**src/bpa_ram.sv**
```systemverilog
// Generic single-port-write, single-port-read RAM with registered read data.
// No dependencies.
module bpa_ram #(
	parameter int W     = 64,
	parameter int DEPTH = 64
) (
	input  logic                     clk,
	input  logic                     we,
	input  logic [$clog2(DEPTH)-1:0] waddr,
	input  logic [W-1:0]             wdata,
	input  logic                     re,
	input  logic [$clog2(DEPTH)-1:0] raddr,
	output logic [W-1:0]             rdata
);

	logic [W-1:0] mem [DEPTH];
	logic [W-1:0] rdata_q;

	always_ff @(posedge clk) begin
		if (we)
			mem[waddr] <= wdata;
		if (re)
			rdata_q <= mem[raddr];
	end

	assign rdata = rdata_q;

endmodule

```
**config.mk**
```make
export PLATFORM = sky130hd
export DESIGN_NAME = bpa_ram
export DESIGN_NICKNAME = d
export VERILOG_FILES = /design/src/bpa_ram.sv
export SDC_FILE = /design/constraint.sdc
export NUM_CORES = 2
export LEC_CHECK = 0
export ABC_CLOCK_PERIOD_IN_PS = 9700
export BUFFER_PORTS_ARGS = -buffer_cell sky130_fd_sc_hd__buf_2
export CAP_MARGIN = 20
export CORE_ASPECT_RATIO = 0.75
export CORE_UTILIZATION = 60
export DETAILED_ROUTE_END_ITERATION = 12
export PLACE_DENSITY_LB_ADDON = 0.3
export SKIP_CTS_REPAIR_TIMING = 1
export SYNTH_ARGS = -nofsm -noshare
export SYNTH_HDL_FRONTEND = slang
export SYNTH_SLANG_ARGS = --single-unit
```
**constraint.sdc**
```tcl
create_clock -name clk -period 9.7 [get_ports clk]
set_clock_uncertainty 0.2 [all_clocks]
set_input_delay 1.94 -clock clk [delete_from_list [all_inputs] [get_ports clk]]
set_output_delay 1.94 -clock clk [all_outputs]
set_load 0.02 [all_outputs]
```
==> results.txt <==
The average detailed-routed wire length per instance came out at between 30 and 40 µm. Among all flip-flop cells after synthesis, the most frequent one is edfxtp_1. The maximum count of clock buffers along a single path came out at 4. The run finished with clean final reports. The portion of synthesized area spent on multiplexers is 15.6%. The signal on the critical path passes through buf_12 -> buf_4 -> buf_12 -> mux4_2 -> mux2i_1 -> o22ai_1 -> a41oi_1 -> a211oi_1. The starting DRC count in detailed routing is approximately 13000. The count of buffers added on input and output ports is about 140. The cell count after placement is 10008.

The synthesized netlist net count came out at around 6700. Clock tree synthesis selected as its root buffer the cell clkbuf_16. The weighted congestion reported at the end of routability-driven placement is just over 0.8. The library cells used most frequently in the layout, excluding fill and tap cells, are 4160 x edfxtp_1, 1024 x mux4_2, 388 x clkbuf_16. The number of enable-type register cells in the synthesized netlist came out at 4160.

In this run, CTS created clock tree buffers numbering about 380. The mean instance size in the synthesized netlist is around 24 µm². Once layout is complete, the utilization of the core stands at 67.3%. Summed over all cells, the static leakage comes to between 50 and 60 nW. The I/O pin total came out at between 100 and 150. The sequential cells in the finished layout cover a total of between 100000 and 150000 µm². For this run, the top clock speed supported by timing is between 150 and 200 MHz.

Setup repair after global routing left no endpoint under its margin. The count of distinct cell types in the synthesized netlist is 32. The placed instance area is approximately 160000 µm². The area share of fa/ha/maj cells after synthesis is 0%.

The post-detailed-route DRC marker count came out at 0. The number of global-route vias before repair was 76718. The main combinational cell family by area after synthesis is multiplexers. The share of flip-flops with an asynchronous set or reset came out at 0%. The tightest min-delay check is of the register to register type. STA classifies the critical path endpoint as a register. The final instance count without filler cells is roughly 11000. In this run the tightest slew margin relative to its limit is 15.6%. The most prevalent standard cell on the critical path is buf_12.

Before antenna repair, the detailed router went through 5 iterations. The width of the chip came out at 593 µm. The post-route worst setup slack is ~4.5 ns.

The fill cell instance count of the final layout is 15353. The xor-xnor portion of the synthesized cell area came out at 0%. The worst slack on hold paths is 0.710 ns. The H-tree generated during clock tree synthesis spans 5 levels. The share of Yosys cell area claimed by the top area cell type came out at between 70 and 80%. The biggest area contributor in the post-synthesis netlist is edfxtp_1. In this run the cell area of the synthesized design comes to ~160000 µm².

The signal arrival time at the worst endpoint came out at between 5 and 6 ns. The proportion of layout cells with a drive suffix above 1 came out at between 20% and 30%. The post-layout instance area came out at 175000 µm². TritonCTS built the clock tree. The cell row count came out at about 160. The wire length reported by the detailed router is approximately 420000 µm. The starting density of the core is about three fifths. The final number of hold-violating endpoints is 0.

The region available for standard cell placement spans around 260000 µm². Global routing consumed, over all layers together, between 30% and 40% of the routing resources. The largest incremental delay on the critical path came out at 0.61 ns.

The die covers 264000 µm². For the finished layout, the period the worst path requires is 5.21 ns. The clock latency on the worst-skew pair came out at between 0.9 and 1 ns.

The area taken by multi-input logic gates is between 30000 and 40000 µm². The placed wire-length estimate after detailed placement came out at between 200000 and 250000 µm. The ratio of total power to cell area came out at approximately 210 nW/µm².

The category of the worst setup path launch point is an input pin. Synthesis produced 6598 cells. The clock slew at the register clock pins of the worst setup and hold paths came out at around 0.06 ns.

The register bit count reported by yosys came out at between 4000 and 5000. The sum of overflow across all layers after global routing came out at 0. The routed layout has 77745 vias.

The die boundary height is 445 µm. The required time reported for the critical path endpoint came out at 10.11 ns. Summing the areas of all compound-gate instances in the mapped netlist gives around 2.5% of the synthesized area. The total power consumption of the routed design is roughly 36 mW. The number of antenna violations at the first check in global routing is between 50 and 60. By area the synthesized netlist is led by edfxtp_1 80%, mux4_2 15%, mux2i_1 0.86%, a22oi_1 0.80%, buf_2 0.54%. The portion of the clock cycle consumed by the worst path in the final layout came out at a little over half. Compared with the post-synthesis result, the final layout area differs by 11.5%. Sequential elements use 79.6% of the synthesized area. The number of max-slew violations in the final report came out at 0. Leaving out fill and tap cells, the most frequent cell in the layout is edfxtp_1. At the pin with the least slew margin, the transition time is 1.27 ns. The net count of the finished layout is roughly 7000.

The worst setup slack before clock tree synthesis is between 3 and 4 ns. The number of clock sinks seen by CTS came out at between 4000 and 5000. The max-cap violation count is 0. The setup total negative slack is 0 ns. The critical path in this run is classified as input pin to register. Of all nets on the critical path, the largest fanout is 93.

The total number of yosys warnings came out at 0. The wire length of the first global-routing pass came out at 588000 µm. The final count of negative-setup-slack endpoints came out at 0.

The worst supply voltage drop on vdd came out at around 230 µV. After Yosys synthesis, and, or, nand and nor cells account for 1.23% of the synthesized area. In the routed layout, each cell is associated on average with a via count of between 7 and 8. The critical path's slowest cell is mux4_2. The number of nets with antenna violations after detailed routing is 0.

The largest net degree at the start of global routing came out at 139.
power by group:
group	internal (mW)	switching [mW]	total, mW
registers	19.9	0.0814	20.0
logic	0.611	1.08	1.69
clock network	8.27	6.44	14.7
cell type report:
type,instances,area share (%)
inverters,19,0.0407
well taps,3444,2.46
multi-input cells,2049,17.6
clock buffers,461,5.70
clock inverters,219,1.14
diodes,20,0.0286
flip-flops and latches,4160,71.3
repair buffers,352,1.71
synthesized netlist by cell type (45+ instances only):
library cell,n
clkbuf_1,140
mux4_2,1024
nand2_1,58
a22oi_1,168
a211oi_1,63
nor2_1,112
nand3_1,45
mux2i_1,135
and3_1,64
o22ai_1,83
buf_2,170
a22o_1,88
edfxtp_1,4160
path summary, 6_finish.rpt:
check                              from                  end  slack (ns)  cells past startpoint
setup / recovery               raddr[0]  rdata[20]$_DFFE_PP_        4.49                      8
hold / removal    mem[54][34]$_DFFE_PP_  rdata[34]$_DFFE_PP_        0.71                      4
setup reg to reg  mem[46][23]$_DFFE_PP_  rdata[23]$_DFFE_PP_        7.22                      5
hold reg to reg   mem[54][34]$_DFFE_PP_  rdata[34]$_DFFE_PP_        0.71                      4
worst max-delay path, delay by kind of cell:
family,cells,cell delay [ns]
buf+inv,3,1.66
compound gates,3,0.73
mux,2,0.82
routing by layer:
metal  vias up  GRT usage [%]  routed length, µm
li1      29254              -                  -
met1     41056           47.2             151000
met2      6429           48.6             194000
met3       980           8.02              61400
met4        26           11.9              17500
met5         -              0                164
flip-flops by register name (all words and copies together) (netlist names):
| name | cells |
|---|---|
| rdata | 64 |
| mem | 4096 |
logic make-up (layout without fill, tap and decap cells):
family / count (synthesis) / count (layout)
compound gates: 504 / 504
buf+inv: 389 / 1051
flops: 4160 / 4160
mux: 1159 / 1159
other cells: 0 / 20
simple gates: 386 / 386
No activity file was read; power rests on OpenSTA's default activity.
